### config.mk
export PLATFORM = sky130hd
export DESIGN_NAME = body_injection_scanner
export DESIGN_NICKNAME = d
export VERILOG_FILES = /design/src/design/bis_pkg.sv /design/src/design/bis_cell.sv /design/src/design/bis_match.sv /design/src/design/body_injection_scanner.sv
export SDC_FILE = /design/constraint.sdc
export NUM_CORES = 1
export LEC_CHECK = 0
export ABC_AREA = 1
export BUFFER_PORTS_ARGS = -buffer_cell sky130_fd_sc_hd__buf_4
export CAP_MARGIN = 20
export CORE_ASPECT_RATIO = 2
export CORE_UTILIZATION = 60
export DETAILED_ROUTE_END_ITERATION = 10
export PLACE_DENSITY = 0.8
export SYNTH_ARGS = -nofsm -noshare
export SYNTH_HDL_FRONTEND = slang
export SYNTH_SLANG_ARGS = --single-unit
### constraint.sdc
create_clock -name aclk -period 3.23 [get_ports aclk]
set_input_delay 0 -clock aclk [delete_from_list [all_inputs] [get_ports aclk]]
set_output_delay 0 -clock aclk [all_outputs]
set_load 0.01 [all_outputs]
### src/design/bis_pkg.sv
// ----------------------------------------------------------------------------
// bis_pkg
// Shared types and constants for the body injection scanner: verdict codes,
// counter widths and the table of folded SQL injection patterns.
// ----------------------------------------------------------------------------
package bis_pkg;

    localparam int LONGEST_PATTERN_DEF = 14;
    localparam int PAT_COUNT           = 12;
    localparam int PAT_MAX_LEN         = 14;
    localparam int PAT_LEN_W           = 5;
    localparam int COUNT_W             = 33;
    localparam int MAX_SIZE_W          = 32;
    localparam logic [MAX_SIZE_W-1:0] MAX_SIZE_RESET = 32'd1048576;

    typedef enum logic [1:0] {
        VERDICT_OK        = 2'd0,
        VERDICT_TOO_LARGE = 2'd1,
        VERDICT_ZERO_BYTE = 2'd2,
        VERDICT_SQL       = 2'd3
    } verdict_t;

    // Each pattern is right aligned: the lowest byte is its final character.
    localparam logic [8*PAT_MAX_LEN-1:0] PAT_TEXT [PAT_COUNT] = '{
        "' or '1'='1",
        "' or 1=1",
        "'; drop table",
        "'; delete from",
        "union select",
        "' union select",
        "--",
        "/*",
        "*/",
        "xp_\143mdshell",
        "exec(",
        "execute("
    };

    localparam logic [PAT_LEN_W-1:0] PAT_LEN [PAT_COUNT] = '{
        5'd11, 5'd8, 5'd13, 5'd14, 5'd12, 5'd14, 5'd2, 5'd2, 5'd2, 5'd11, 5'd5, 5'd8
    };

endpackage

### src/design/bis_cell.sv
// ----------------------------------------------------------------------------
// bis_cell
// One byte cell of the history window. It takes its neighbor's byte on a
// shift and returns to zero when a body ends.
// ----------------------------------------------------------------------------
module bis_cell (
    input  logic       aclk,
    input  logic       aresetn,
    input  logic       shift_en,
    input  logic       clear,
    input  logic [7:0] d_in,
    output logic [7:0] q
);

    logic [7:0] byte_reg;
    logic [7:0] byte_next;

    always_comb begin
        byte_next = byte_reg;
        if (clear) begin
            byte_next = 8'd0;
        end else if (shift_en) begin
            byte_next = d_in;
        end
    end

    always_ff @(posedge aclk) begin
        if (!aresetn) begin
            byte_reg <= 8'd0;
        end else begin
            byte_reg <= byte_next;
        end
    end

    assign q = byte_reg;

endmodule

### src/design/bis_match.sv
// ----------------------------------------------------------------------------
// bis_match
// Compares the newest folded byte and the history window against every
// pattern and flags a pattern that ends at the newest byte.
// ----------------------------------------------------------------------------
module bis_match #(
    parameter int LONGEST_PATTERN = bis_pkg::LONGEST_PATTERN_DEF
) (
    input  logic [7:0] cur_byte,
    input  logic [7:0] window [LONGEST_PATTERN-1],
    output logic       hit
);
    import bis_pkg::*;

    localparam int CMP_LEN = (LONGEST_PATTERN < PAT_MAX_LEN) ? LONGEST_PATTERN : PAT_MAX_LEN;

    logic [7:0] recent [LONGEST_PATTERN];

    always_comb begin
        recent[0] = cur_byte;
        for (int k = 1; k < LONGEST_PATTERN; k++) begin
            recent[k] = window[k-1];
        end
    end

    always_comb begin
        logic pat_ok;
        hit = 1'b0;
        for (int p = 0; p < PAT_COUNT; p++) begin
            pat_ok = (int'(PAT_LEN[p]) <= LONGEST_PATTERN);
            for (int k = 0; k < CMP_LEN; k++) begin
                if ((k < int'(PAT_LEN[p])) && (recent[k] != PAT_TEXT[p][8*k +: 8])) begin
                    pat_ok = 1'b0;
                end
            end
            hit = hit | pat_ok;
        end
    end

endmodule

### src/design/body_injection_scanner.sv
// ----------------------------------------------------------------------------
// body_injection_scanner
// Scans a request body for SQL injection patterns, zero bytes and size.
// ----------------------------------------------------------------------------
// The body arrives one byte per beat with s_tuser flagging a real byte and
// s_tlast closing the body; a body with no bytes is a single beat with
// s_tuser low and s_tlast high. A new beat is taken every cycle while the
// result register is empty or being drained, and the verdict for a body
// appears on the master side in the cycle after its last beat. The rate is set
// by one pass through the chain of window cells and the parallel pattern
// compare on the newest byte. The body size limit is written through the cfg
// channel and should only change while no body is in flight.
module body_injection_scanner #(
    parameter int LONGEST_PATTERN = bis_pkg::LONGEST_PATTERN_DEF
) (
    input  logic        aclk,
    input  logic        aresetn,
    input  logic        s_tvalid,
    output logic        s_tready,
    input  logic [7:0]  s_tdata,   // [7:0] data_byte
    input  logic [0:0]  s_tuser,   // [0] byte_valid
    input  logic        s_tlast,
    output logic        m_tvalid,
    input  logic        m_tready,
    output logic [39:0] m_tdata,   // [1:0] verdict, [34:2] body_length
    input  logic        cfg_valid,
    output logic        cfg_ready,
    input  logic [bis_pkg::MAX_SIZE_W-1:0] cfg_data
);
    import bis_pkg::*;

    localparam int WIN_DEPTH = LONGEST_PATTERN - 1;

    function automatic logic [7:0] fold_lower(input logic [7:0] c);
        logic [7:0] r;
        r = c;
        if ((c >= 8'h41) && (c <= 8'h5a)) begin
            r = c + 8'h20;
        end
        return r;
    endfunction

    logic [MAX_SIZE_W-1:0] max_size_reg;
    logic [COUNT_W-1:0]    byte_count_reg, byte_count_next;
    logic                  zero_seen_reg, zero_seen_next;
    logic                  pat_seen_reg, pat_seen_next;
    logic                  m_valid_reg, m_valid_next;
    verdict_t              verdict_reg, verdict_next;
    logic [COUNT_W-1:0]    length_reg, length_next;

    logic                  fire_in;
    logic                  byte_in;
    logic [7:0]            folded;
    logic                  hit;
    logic [COUNT_W-1:0]    count_upd;
    logic                  zero_upd;
    logic                  pat_upd;
    logic [7:0]            window [WIN_DEPTH];
    logic [7:0]            cell_in [WIN_DEPTH];

    assign s_tready  = !m_valid_reg || m_tready;
    assign cfg_ready = 1'b1;
    assign fire_in   = s_tvalid && s_tready;
    assign byte_in   = fire_in && s_tuser[0];
    assign folded    = fold_lower(s_tdata);

    always_comb begin
        cell_in[0] = folded;
        for (int j = 1; j < WIN_DEPTH; j++) begin
            cell_in[j] = window[j-1];
        end
    end

    for (genvar g = 0; g < WIN_DEPTH; g++) begin : g_cell
        bis_cell u_cell (
            .aclk     (aclk),
            .aresetn  (aresetn),
            .shift_en (byte_in),
            .clear    (fire_in && s_tlast),
            .d_in     (cell_in[g]),
            .q        (window[g])
        );
    end

    bis_match #(
        .LONGEST_PATTERN (LONGEST_PATTERN)
    ) u_match (
        .cur_byte (folded),
        .window   (window),
        .hit      (hit)
    );

    always_comb begin
        count_upd = byte_count_reg;
        zero_upd  = zero_seen_reg;
        pat_upd   = pat_seen_reg;
        if (byte_in) begin
            if (!byte_count_reg[COUNT_W-1]) begin
                count_upd = byte_count_reg + COUNT_W'(1);
            end
            zero_upd = zero_seen_reg || (s_tdata == 8'd0);
            pat_upd  = pat_seen_reg || hit;
        end
    end

    always_comb begin
        byte_count_next = byte_count_reg;
        zero_seen_next  = zero_seen_reg;
        pat_seen_next   = pat_seen_reg;
        m_valid_next    = m_valid_reg && !m_tready;
        verdict_next    = verdict_reg;
        length_next     = length_reg;
        if (fire_in) begin
            if (s_tlast) begin
                byte_count_next = '0;
                zero_seen_next  = 1'b0;
                pat_seen_next   = 1'b0;
                m_valid_next    = 1'b1;
                length_next     = count_upd;
                priority if (count_upd > {1'b0, max_size_reg}) begin
                    verdict_next = VERDICT_TOO_LARGE;
                end else if (zero_upd) begin
                    verdict_next = VERDICT_ZERO_BYTE;
                end else if (pat_upd) begin
                    verdict_next = VERDICT_SQL;
                end else begin
                    verdict_next = VERDICT_OK;
                end
            end else begin
                byte_count_next = count_upd;
                zero_seen_next  = zero_upd;
                pat_seen_next   = pat_upd;
            end
        end
    end

    always_ff @(posedge aclk) begin
        if (!aresetn) begin
            max_size_reg   <= MAX_SIZE_RESET;
            byte_count_reg <= '0;
            zero_seen_reg  <= 1'b0;
            pat_seen_reg   <= 1'b0;
            m_valid_reg    <= 1'b0;
        end else begin
            if (cfg_valid && cfg_ready) begin
                max_size_reg <= cfg_data;
            end
            byte_count_reg <= byte_count_next;
            zero_seen_reg  <= zero_seen_next;
            pat_seen_reg   <= pat_seen_next;
            m_valid_reg    <= m_valid_next;
        end
    end

    always_ff @(posedge aclk) begin
        verdict_reg <= verdict_next;
        length_reg  <= length_next;
    end

    assign m_tvalid = m_valid_reg;
    assign m_tdata  = {5'd0, length_reg, verdict_reg};

`ifndef SYNTHESIS
    a_result_follows_last: assert property (@(posedge aclk) disable iff (!aresetn)
        $rose(m_valid_reg) |-> $past(s_tvalid && s_tready && s_tlast))
        else $error("Result appeared without a closing input beat.");

    a_count_saturates: assert property (@(posedge aclk) disable iff (!aresetn)
        !(byte_count_reg[COUNT_W-1] && (|byte_count_reg[COUNT_W-2:0])))
        else $error("Byte count went past its saturation value.");

    a_body_state_cleared: assert property (@(posedge aclk) disable iff (!aresetn)
        (s_tvalid && s_tready && s_tlast) |=>
            (byte_count_reg == '0) && !zero_seen_reg && !pat_seen_reg)
        else $error("Per-body state was not cleared after the last beat.");

    a_too_large_consistent: assert property (@(posedge aclk) disable iff (!aresetn)
        (m_valid_reg && (verdict_reg == VERDICT_TOO_LARGE)) |->
            (length_reg > {1'b0, max_size_reg}))
        else $error("Too-large verdict given for a body within the limit.");
`endif

endmodule

== After elaboration in Yosys (flattened, before gate mapping) ==
Index checks and enable logic that the tools add are counted.
Widths: inputs -> output; s select.

* Bits in registers: 207
* Word-level logic and storage cells: 227
* Output and inout bits: 43

* Eq/ne operators: 77
* Bitwise logic cells: 12
* Muxes and demuxes: 100
* Add/subtract/negate cells: 2
* Reductions and logical operators: 13
* $lt $le $gt $ge: 3

{| class="wikitable"
|+ Operators by type and width
! kind !! number
|-
| $ne 8x7->1 const B || 48
|-
| $ne 8x6->1 const B || 29
|-
| $mux 33 || 3
|-
| $mux 1 || 94
|-
| $add 33x1->33 const B || 1
|-
| $gt 33x32->1 || 1
|-
| $or 1x1->1 || 11
|-
| $add 8x6->8 const B || 1
|-
| $ge 8x7->1 const B || 1
|-
| $le 8x7->1 const B || 1
|-
| $logic_not 8->1 || 1
|-
| $mux 8 || 1
|-
| $logic_and 1x1->1 || 5
|-
| $mux 2 || 2
|-
| $logic_or 1x1->1 || 3
|-
| $logic_not 1->1 || 2
|-
| $reduce_and 2->1 || 1
|-
| $reduce_or 2->1 || 1
|-
| $not 1->1 || 1
|}

== Depth between registers and ports, before layout ==
Gate-level depths: netlist of run 1.

* Word-level depth: 31
* Depth in mapped cells: 23
* Depth with buffers taken out: 23

== Cells and area by module ==
A second synthesis of run 1 with hierarchy kept.

* Cell total of the unflattened synthesis: 1,607
* Area, all modules: 10,975.5 um2

{| class="wikitable"
|+ Modules (own cells, without submodules)
! module !! area an instance (um2) !! seq. area each (um2) !! cells each !! times used
|-
| body_injection_scanner || 5,499.0 || 2,412.3 || 696 || 1
|-
| bis_cell || 282.8 || 160.2 || 36 || 13
|-
| bis_match || 1,800.5 || 0.0 || 443 || 1
|}

== Worst setup path after synthesis of run 1 ==
No wires, ideal clock.

* Path type: flip-flop to flip-flop
* From: reg m_valid_reg, in the netlist m_tvalid
* To: reg length_reg[0] (enable)
* Path slack: 0.473 ns
* Arrival: 2.329 ns
* Stages on the path, launching flop included: 5
* Data required time: 2.803 ns
* Path buffers: 1
* Cell sequence: dfxtp_1 nand2_4 nand2_1 clkbuf_1 nor2_1

* Word-level cells in the longest chain between the ends: 4

{| class="wikitable"
|+ Ends and longest elaborated chain
! item !! RTL line !! source
|-
| start: declaration || body_injection_scanner.sv:47 || <nowiki>logic m_valid_reg, m_valid_next;</nowiki>
|-
| start signal: assignment || body_injection_scanner.sv:151 || <nowiki>m_valid_reg <= m_valid_next;</nowiki>
|-
| $logic_not 1->1 || body_injection_scanner.sv:61 || <nowiki>assign s_tready = !m_valid_reg || m_tready;</nowiki>
|-
| $logic_or 1x1->1 || body_injection_scanner.sv:61 ||
|-
| via s_tready || body_injection_scanner.sv:19 || <nowiki>output logic s_tready,</nowiki>
|-
| $logic_and 1x1->1 || body_injection_scanner.sv:63 || <nowiki>assign fire_in = s_tvalid && s_tready;</nowiki>
|-
| $reduce_and 2->1 (no line) || -- ||
|-
| end signal: assignment || body_injection_scanner.sv:157 || <nowiki>length_reg <= length_next;</nowiki>
|-
| end: declaration || body_injection_scanner.sv:49 || <nowiki>logic [COUNT_W-1:0] length_reg, length_next;</nowiki>
|}

The timed path passes the listed nets, and every way through them passes these cells.
A chain may end at the register's enable or synchronous reset.

== Worst setup path after layout of run 1 ==
* From: reg byte_count_reg[2]
* To: reg verdict_reg[1], data pin

* Word-level cells in the longest chain between the ends: 4

{| class="wikitable"
|+ Ends and longest elaborated chain
! item !! RTL line !! source
|-
| start: declaration || body_injection_scanner.sv:44 || <nowiki>logic [COUNT_W-1:0] byte_count_reg, byte_count_next;</nowiki>
|-
| start signal: assignment || body_injection_scanner.sv:148 || <nowiki>byte_count_reg <= byte_count_next;</nowiki>
|-
| $add 33x1->33 || body_injection_scanner.sv:99 || <nowiki>count_upd = byte_count_reg + COUNT_W'(1);</nowiki>
|-
| $mux 33 || body_injection_scanner.sv:98 || <nowiki>if (!byte_count_reg[COUNT_W-1]) begin</nowiki>
|-
| $mux 33 || body_injection_scanner.sv:97 || <nowiki>if (byte_in) begin</nowiki>
|-
| via count_upd[25] || body_injection_scanner.sv:55 || <nowiki>logic [COUNT_W-1:0] count_upd;</nowiki>
|-
| $gt 33x32->1 || body_injection_scanner.sv:120 || <nowiki>priority if (count_upd > {1'b0, max_size_reg}) begin</nowiki>
|-
| end signal: assignment || body_injection_scanner.sv:156 || <nowiki>verdict_reg <= verdict_next;</nowiki>
|-
| end: declaration || body_injection_scanner.sv:48 || <nowiki>verdict_t verdict_reg, verdict_next;</nowiki>
|}

The timed path passes the listed nets, and every way through them passes these cells.

==> summary.md, run 1 <==
| Metric | Value |
|---|---|
| Status | finished with violations |
| Failing checks | setup timing |
| Core area | 0.01635 mm^2 |
| Fin worst setup slack | -0.02198 ns |
| Flop2flop setup slack | -0.02 ns |
| Dpl cell area | 0.01101 mm^2 |
| Yosys reg bits | 207 |
| Fmax | 307.5 MHz |
| Crit-path max FO | 4 |
| Startpoint types | flip-flop |
| Final ANT Viol Nets | 0 |
| Starting DRC count in detailed routing | 699 |
| Max FFs per register | 104 |
| Worst IR Drop VDD | 0.0005071 V |
| Total negative slack | -0.02198 ns |
| Global-route wire length before repair | 52.63 mm |
| Yosys warnings | 0 |
| Hpwl dp | 23.67 mm |
| Asr flop ratio synth | 0 |
| Later-pin clock latency in the skew report | 0.52 ns |
| Leak | 5.197 nW |
| Hold WS | 0.08587 ns |
| CP arrival | 3.54 ns |
| Post-synth top area cell | dfxtp_1 |
| Final Core Density | 0.7713 |
| Cell area after layout | 0.01261 mm^2 |
| Critical Path End Type | flip-flop |
| Largest net degree at the start of global routing | 129 |
| Initial DRT Pass Iterations | 6 |
| Slew Limit Fails | 0 |
| GR met1 Demand/Resource | 0.3532 |
| Routed wire per std cell | 20.17 um |
| Die width | 93.87 um |
| Final hold viol count | 0 |
| Min-Delay Path Class | in2reg |
| PD cells | 467.0 mW/mm^2 |
| CTS tree | built |
| Worst Skew | 0.02859 ns |
| Critical R2R Launch | byte_count_reg[2]$_SDFFE_PN0P_ |
| Placer Congestion | 1.016 |
| Port bufs | 83 |
| Die ar. | 0.01744 mm^2 |
| Antenna violations before repair | 0 |
| Antenna cell count | 0 |
| Synth area leaders | dfxtp_1 34%, edfxtp_1 10%, nand2_1 10% |
| Area Growth Syn to Fin | 24.51% |
| Residual DRC | 0 |
| Crit path kind | reg2reg |
| Worst Setup SP | byte_count_reg[2]$_SDFFE_PN0P_ |
| Mean Syn Cell Area | 7.271 um^2 |
| Post-synth cell types | 34 |
| Met3 usage | 0.07190 |
| Min Tclk post-route | 3.252 ns |
| Gr ovfl total | 0 |
| Final #Nets | 1640 |
| Most Crowded Layer GR | met2 |
| Most frequent cells after synthesis | 277 x nand2_1, 185 x a21oi_1, 172 x dfxtp_1 |
| Synth top area share | 0.3400 |
| Data required, critical path | 3.51 ns |
| Slew headroom | 0.2577 |
| EDFF count, synth | 35 |
| Met2 Use GR | 0.7390 |
| All-Layer GR Usage | 0.4029 |
| Max-cap viol count | 0 |
| Clock tree buffer depth | 3 |
| H-tree levels | 1 |
| Syn Inst Count | 1393 |
| Clock-pin slew on the worst setup and hold paths | 0.07 ns |
| Top-count cell post-synth | nand2_1 |
| Via count of the routed design | 10390 |
| Drt via density | 5.852 |
| CTS root buf | clkbuf_16 |
| Num CTS Buffers | 20 |
| Tcrit/Tclk final | 1.007 |
| Fraction of layout instances using a drive strength above 1 | 0.1184 |
| Sequential share of the synthesized area | 0.4437 |
| Dpl ws | 0.1285 ns |
| I/O pin count | 90 |
| Drt total wl | 35.80 mm |
| Initial core utilization | 0.6195 |
| Worst-Margin Slew | 1.113 ns |
| Min-delay src | s_tuser |
| Final setup viols | 1 |
| Die Y | 185.7 um |
| Primary FF master, synth | dfxtp_1 |
| Number of global-route vias before repair | 10270 |
| CTS sink count | 207 |
| Row count | 66 |
| Syn Std Cell Area | 0.01013 mm^2 |
-- stage by stage --
step	cells	power, mW
final	1775	5.889
after global routing	1775	6.044
after CTS	1764	5.830
after detailed placement	1653	3.437
after global placement	1652	3.421
after floorplan	1397	3.201
-- power by group --
group | leakage (nW) | total, mW | switching [mW] | internal (mW)
logic | 3.17 | 0.691 | 0.425 | 0.266
registers | 1.72 | 2.82 | 0.0851 | 2.73
clock network | 0.308 | 2.38 | 1.05 | 1.33
-- what timing repair did --
action | in CTS | in global routing
gates resized for setup | 0 | 27
hold buffers | 77 | 0
setup endpoints to repair | 0 | 2
setup buffers | 0 | 11
endpoints found under the hold margin | 55 | 0
-- layout by cell type (no fill, tap or decap), drive strengths merged, types with 35 or more instances in the layout --
master | synthesis | routed
dlygate4sd3 | 0 | 77
a21oi | 185 | 185
nand2 | 282 | 282
nand3 | 46 | 46
nor2 | 175 | 175
nand4 | 35 | 35
edfxtp | 35 | 35
o21ai | 136 | 136
inv | 173 | 174
buf | 8 | 120
dfxtp | 172 | 172
-- path summary, 6_finish.rpt --
| path | cells after the start | end |
|---|---|---|
| max | 18 | verdict_reg[1]$_SDFFCE_PN0P_ |
| min | 5 | g_cell[2].u_cell.q[5]$_SDFFE_PP0P_ |
| max reg2reg | 18 | verdict_reg[1]$_SDFFCE_PN0P_ |
| min reg2reg | 2 | g_cell[12].u_cell.q[2]$_SDFFE_PP0P_ |
-- layer usage --
| metal | vias up | share of wire |
|---|---|---|
| li1 | 4857 | - |
| met1 | 4734 | 0.31 |
| met2 | 563 | 0.52 |
| met3 | 234 | 0.068 |
| met4 | 0 | 0.11 |
| met5 | - | 0 |
-- cell families (layout without fill, tap and decap cells) --
kind of cell,after synthesis,in the layout,synth area share
compound gates,324,324,0.1610
xor+xnor,31,31,0.02755
fa+ha+maj,34,34,0.04200
buf+inv,232,406,0.08845
flops,207,207,0.4437
other cells,2,6,0.0007415
simple gates,563,563,0.2366
-- critical path, stage by stage (launching register included) --
cell and delay [ns]:
dfxtp_1 0.40, nand3_1 0.12, nor2_1 0.17, inv_1 0.10
nor2_4 0.15, nand2_2 0.12, nor3_4 0.29, nand2_1 0.17
xnor2_1 0.46, ha_1 0.32, a21oi_2 0.09, o21ai_1 0.15
nand4_1 0.12, nand2_1 0.07, nor2_1 0.04, nand3_1 0.07
nand2_1 0.07, nand2_1 0.07, inv_1 0.03
-- final cells by class --
type | count | area (um^2)
Clock buffer | 25 | 529.3
Clock inverter | 9 | 113.9
Fill cell | 1165 | 3740
Inverter | 175 | 658.1
Multi-Input combinational cell | 958 | 4862
Sequential cell | 207 | 4501
Tap cell | 204 | 255.2
Timing Repair Buffer | 197 | 1692
Note: power is estimated with default switching activity, not from simulation.
==> run 2: changes to the inputs <==
--- a/config.mk
+++ b/config.mk
@@ -7,8 +7,9 @@
 export LEC_CHECK = 0
 export ABC_AREA = 1
 export BUFFER_PORTS_ARGS = -buffer_cell sky130_fd_sc_hd__buf_4
-export CAP_MARGIN = 20
+export CAP_MARGIN = 15
 export CORE_ASPECT_RATIO = 2
+export CORE_MARGIN = 8
 export CORE_UTILIZATION = 60
 export DETAILED_ROUTE_END_ITERATION = 10
 export PLACE_DENSITY = 0.8
==> run 2 against run 1 <==
Against the previous run:
- the flow still finishes with violations (setup timing)
- via count rose by 2.1%
- first-iteration DRC count rose by 28%
- critical path depth fell by 1
- cell count rose by 0.34%
- count of clock-buffer cells in the layout rose by 2
- worst setup slack got worse by 0.078 ns
- sequential cell count did not move
- die area rose by 24%
- design area rose by 1.4%
- core utilization fell by 0.45 points
- critical endpoint unchanged
==> summary.md, run 2 (synthesized netlist as in run 1, its figures left out) <==
| Metric | Value |
|---|---|
| Status | finished with violations |
| Failing checks | setup timing |
| Global-route wire length before repair | 55.40 mm |
| Max-cap viol count | 0 |
| Drt total wl | 39.43 mm |
| Cell internal pwr | 4.387 mW |
| Data required, critical path | 3.49 ns |
| Row count | 67 |
| All-Layer GR Usage | 0.3370 |
| Crit path kind | reg2reg |
| Die Y | 199.7 um |
| CP Cell Sequence | nand2_1 -> nor2_2 -> nand3_1 -> nor2_4 -> nand4_1 -> xnor2_2 -> ha_4 -> nand2_4 -> nor2_4 -> nand4_1 -> buf_4 -> o21ai_1 -> nand3_1 -> nand3_1 -> nand2_2 -> nand2_1 -> inv_1 |
| Residual DRC | 0 |
| Via count of the routed design | 10610 |
| Reg-to-reg endpoint | verdict_reg[1]$_SDFFCE_PN0P_ |
| Die width | 107.9 um |
| P_sw | 1.622 mW |
| Worst-Margin Slew | 1.021 ns |
| Routed wire per std cell | 22.14 um |
| Final setup viols | 2 |
| Area of the multi-input gates | 0.004984 mm^2 |
| Critical R2R Launch | byte_count_reg[6]$_SDFFE_PN0P_ |
| Part of the power in registers | 0.469 |
| Placer Congestion | 0.9975 |
| CTS tree | built |
| Min Tclk post-route | 3.330 ns |
| Final #Nets | 1640 |
| Final Core Density | 0.7667 |
| Flip-flop and latch area | 0.004511 mm^2 |
| Fin worst setup slack | -0.09955 ns |
| Flop2flop setup slack | -0.1 ns |
| Hold Crit Depth | 3 |
| H-tree levels | 1 |
| Later-pin clock latency in the skew report | 0.53 ns |
| Core area | 0.01668 mm^2 |
| Worst Skew | 0.03585 ns |
| Max FFs per register | 104 |
| Number of global-route vias before repair | 10400 |
| Area Growth Syn to Fin | 26.29% |
| Hpwl dp | 24.58 mm |
| Starting DRC count in detailed routing | 894 |
| Comb power frac | 0.119 |
| RSZ-0062 raised after global routing | true |
| Fmax | 300.3 MHz |
| Slew Limit Fails | 0 |
| Cell area after layout | 0.01279 mm^2 |
| I/O pin count | 90 |
| Clock-pin slew on the worst setup and hold paths | 0.07 ns |
| Die ar. | 0.02155 mm^2 |
| Clk pwr share | 0.412 |
| Clock tree buffer depth | 3 |
| Slew headroom | 0.3191 |
| Fraction of layout instances using a drive strength above 1 | 0.1360 |
| Min-delay src | aresetn |
| Initial core utilization | 0.6071 |
| # fillers | 1186 |
| Final hold viol count | 0 |
| Slowest CP cell | xnor2_2 |
| Most common cell after layout, fill and taps aside | nand2_1 |
| Hold Path Sink | max_size_reg[28]$_SDFFE_PN0P_ |
| CTS sink count | 207 |
| CTS root buf | clkbuf_16 |
| Critical Path End Type | flip-flop |
| Min-Delay Path Class | in2reg |
| PD cells | 469.8 mW/mm^2 |
| Largest net degree at the start of global routing | 119 |
| Cell mode on critical path | nand3_1 |
| Gr ovfl total | 0 |
| Switch share | 0.2699 |
| Final ANT Viol Nets | 0 |
| Worst IR Drop VDD | 0.0005373 V |
| Reg2Reg Depth | 17 |
| Antenna violations before repair | 1 |
| Non-Filler Instances | 1781 |
| Startpoint types | flip-flop |
| CP arrival | 3.59 ns |
| Commonest cells after routing, fill and taps aside | 274 x nand2_1, 185 x a21oi_1, 166 x inv_1 |
| Crit-path max FO | 3 |
| Drt via density | 5.958 |
| Port bufs | 83 |
| Initial DRT Pass Iterations | 6 |
| Tcrit/Tclk final | 1.031 |
| Leak | 5.230 nW |
| Max incr delay on CP | 0.47 ns |
| Dpl cell area | 0.01098 mm^2 |
| Num CTS Buffers | 20 |
| Placed insts | 1653 |
run 2: final cells by class:
| cell class | instances | share of cell area |
|---|---|---|
| multi-input combinational | 958 | 0.3896 |
| sequential | 207 | 0.3526 |
| timing repair buffer | 197 | 0.1328 |
| inverter | 175 | 0.05145 |
| clock buffer | 27 | 0.04607 |
| tap | 207 | 0.02025 |
| clock inverter | 9 | 0.006945 |
| antenna | 1 | 0.0001956 |
run 2: worst max-delay path by stage:
stage | slack (ns) | to | cells past startpoint | from
floorplan | 0.47 | length_reg[0]$_DFFE_PP_ | 4 | m_tvalid$_SDFF_PN0_
global placement | 0.20 | verdict_reg[1]$_SDFFCE_PN0P_ | 16 | byte_count_reg[5]$_SDFFE_PN0P_
detailed placement | 0.16 | verdict_reg[0]$_SDFFCE_PN1P_ | 15 | byte_count_reg[11]$_SDFFE_PN0P_
CTS | 0.14 | verdict_reg[0]$_SDFFCE_PN1P_ | 15 | byte_count_reg[11]$_SDFFE_PN0P_
global route | -0.23 | verdict_reg[1]$_SDFFCE_PN0P_ | 17 | byte_count_reg[8]$_SDFFE_PN0P_
finish | -0.1 | verdict_reg[1]$_SDFFCE_PN0P_ | 17 | byte_count_reg[6]$_SDFFE_PN0P_
run 2: critical path: cells and delay by family, from the launching register on:
| kind | cells | cell delay, ns |
|---|---|---|
| DFF | 1 | 0.38 |
| adders and majority gates | 1 | 0.24 |
| and+or+nand+nor | 12 | 1.51 |
| AOI/OAI and AO/OA | 1 | 0.24 |
| xor gates and xnor gates | 1 | 0.47 |
| buffers and inverters | 2 | 0.23 |
run 2: repair_timing:
item,CTS,global route
buffers inserted,0,15
endpoints found under the setup margin,0,2
resized for setup,0,51
hold buffers,75,0
endpoints found under the hold margin,43,0
run 2: layer usage:
metal	track usage	up-vias	wire (um)
met1	0.2890	4820	11870
met2	0.6257	646	20400
met3	0.05691	286	2866
met4	0.3323	2	4277
met5	0	-	13
li1	-	4857	-
run 2: power by group through the flow:
stage,registers [mW],logic [mW],clock network (mW)
floorplan,2.85,0.347,0
global placement,2.87,0.558,0
detailed placement,2.87,0.565,0
CTS,2.81,0.650,2.44
global route,2.83,0.771,2.54
finish,2.82,0.717,2.47
run 2: through the flow:
| stage | power, mW | hold slack [ns] | TNS [ns] | worst slack, ns |
|---|---|---|---|---|
| 2_1_floorplan | 3.201 | 0.09711 | 0 | 0.4733 |
| 3_3_place_gp | 3.424 | 0.2181 | 0 | 0.2017 |
| 3_5_place_dp | 3.433 | 0.2205 | 0 | 0.1621 |
| 4_1_cts | 5.899 | 0.002673 | 0 | 0.1369 |
| 5_1_grt | 6.136 | 0.07970 | -0.4011 | -0.2343 |
| 6_report | 6.009 | 0.09515 | -0.1495 | -0.09955 |
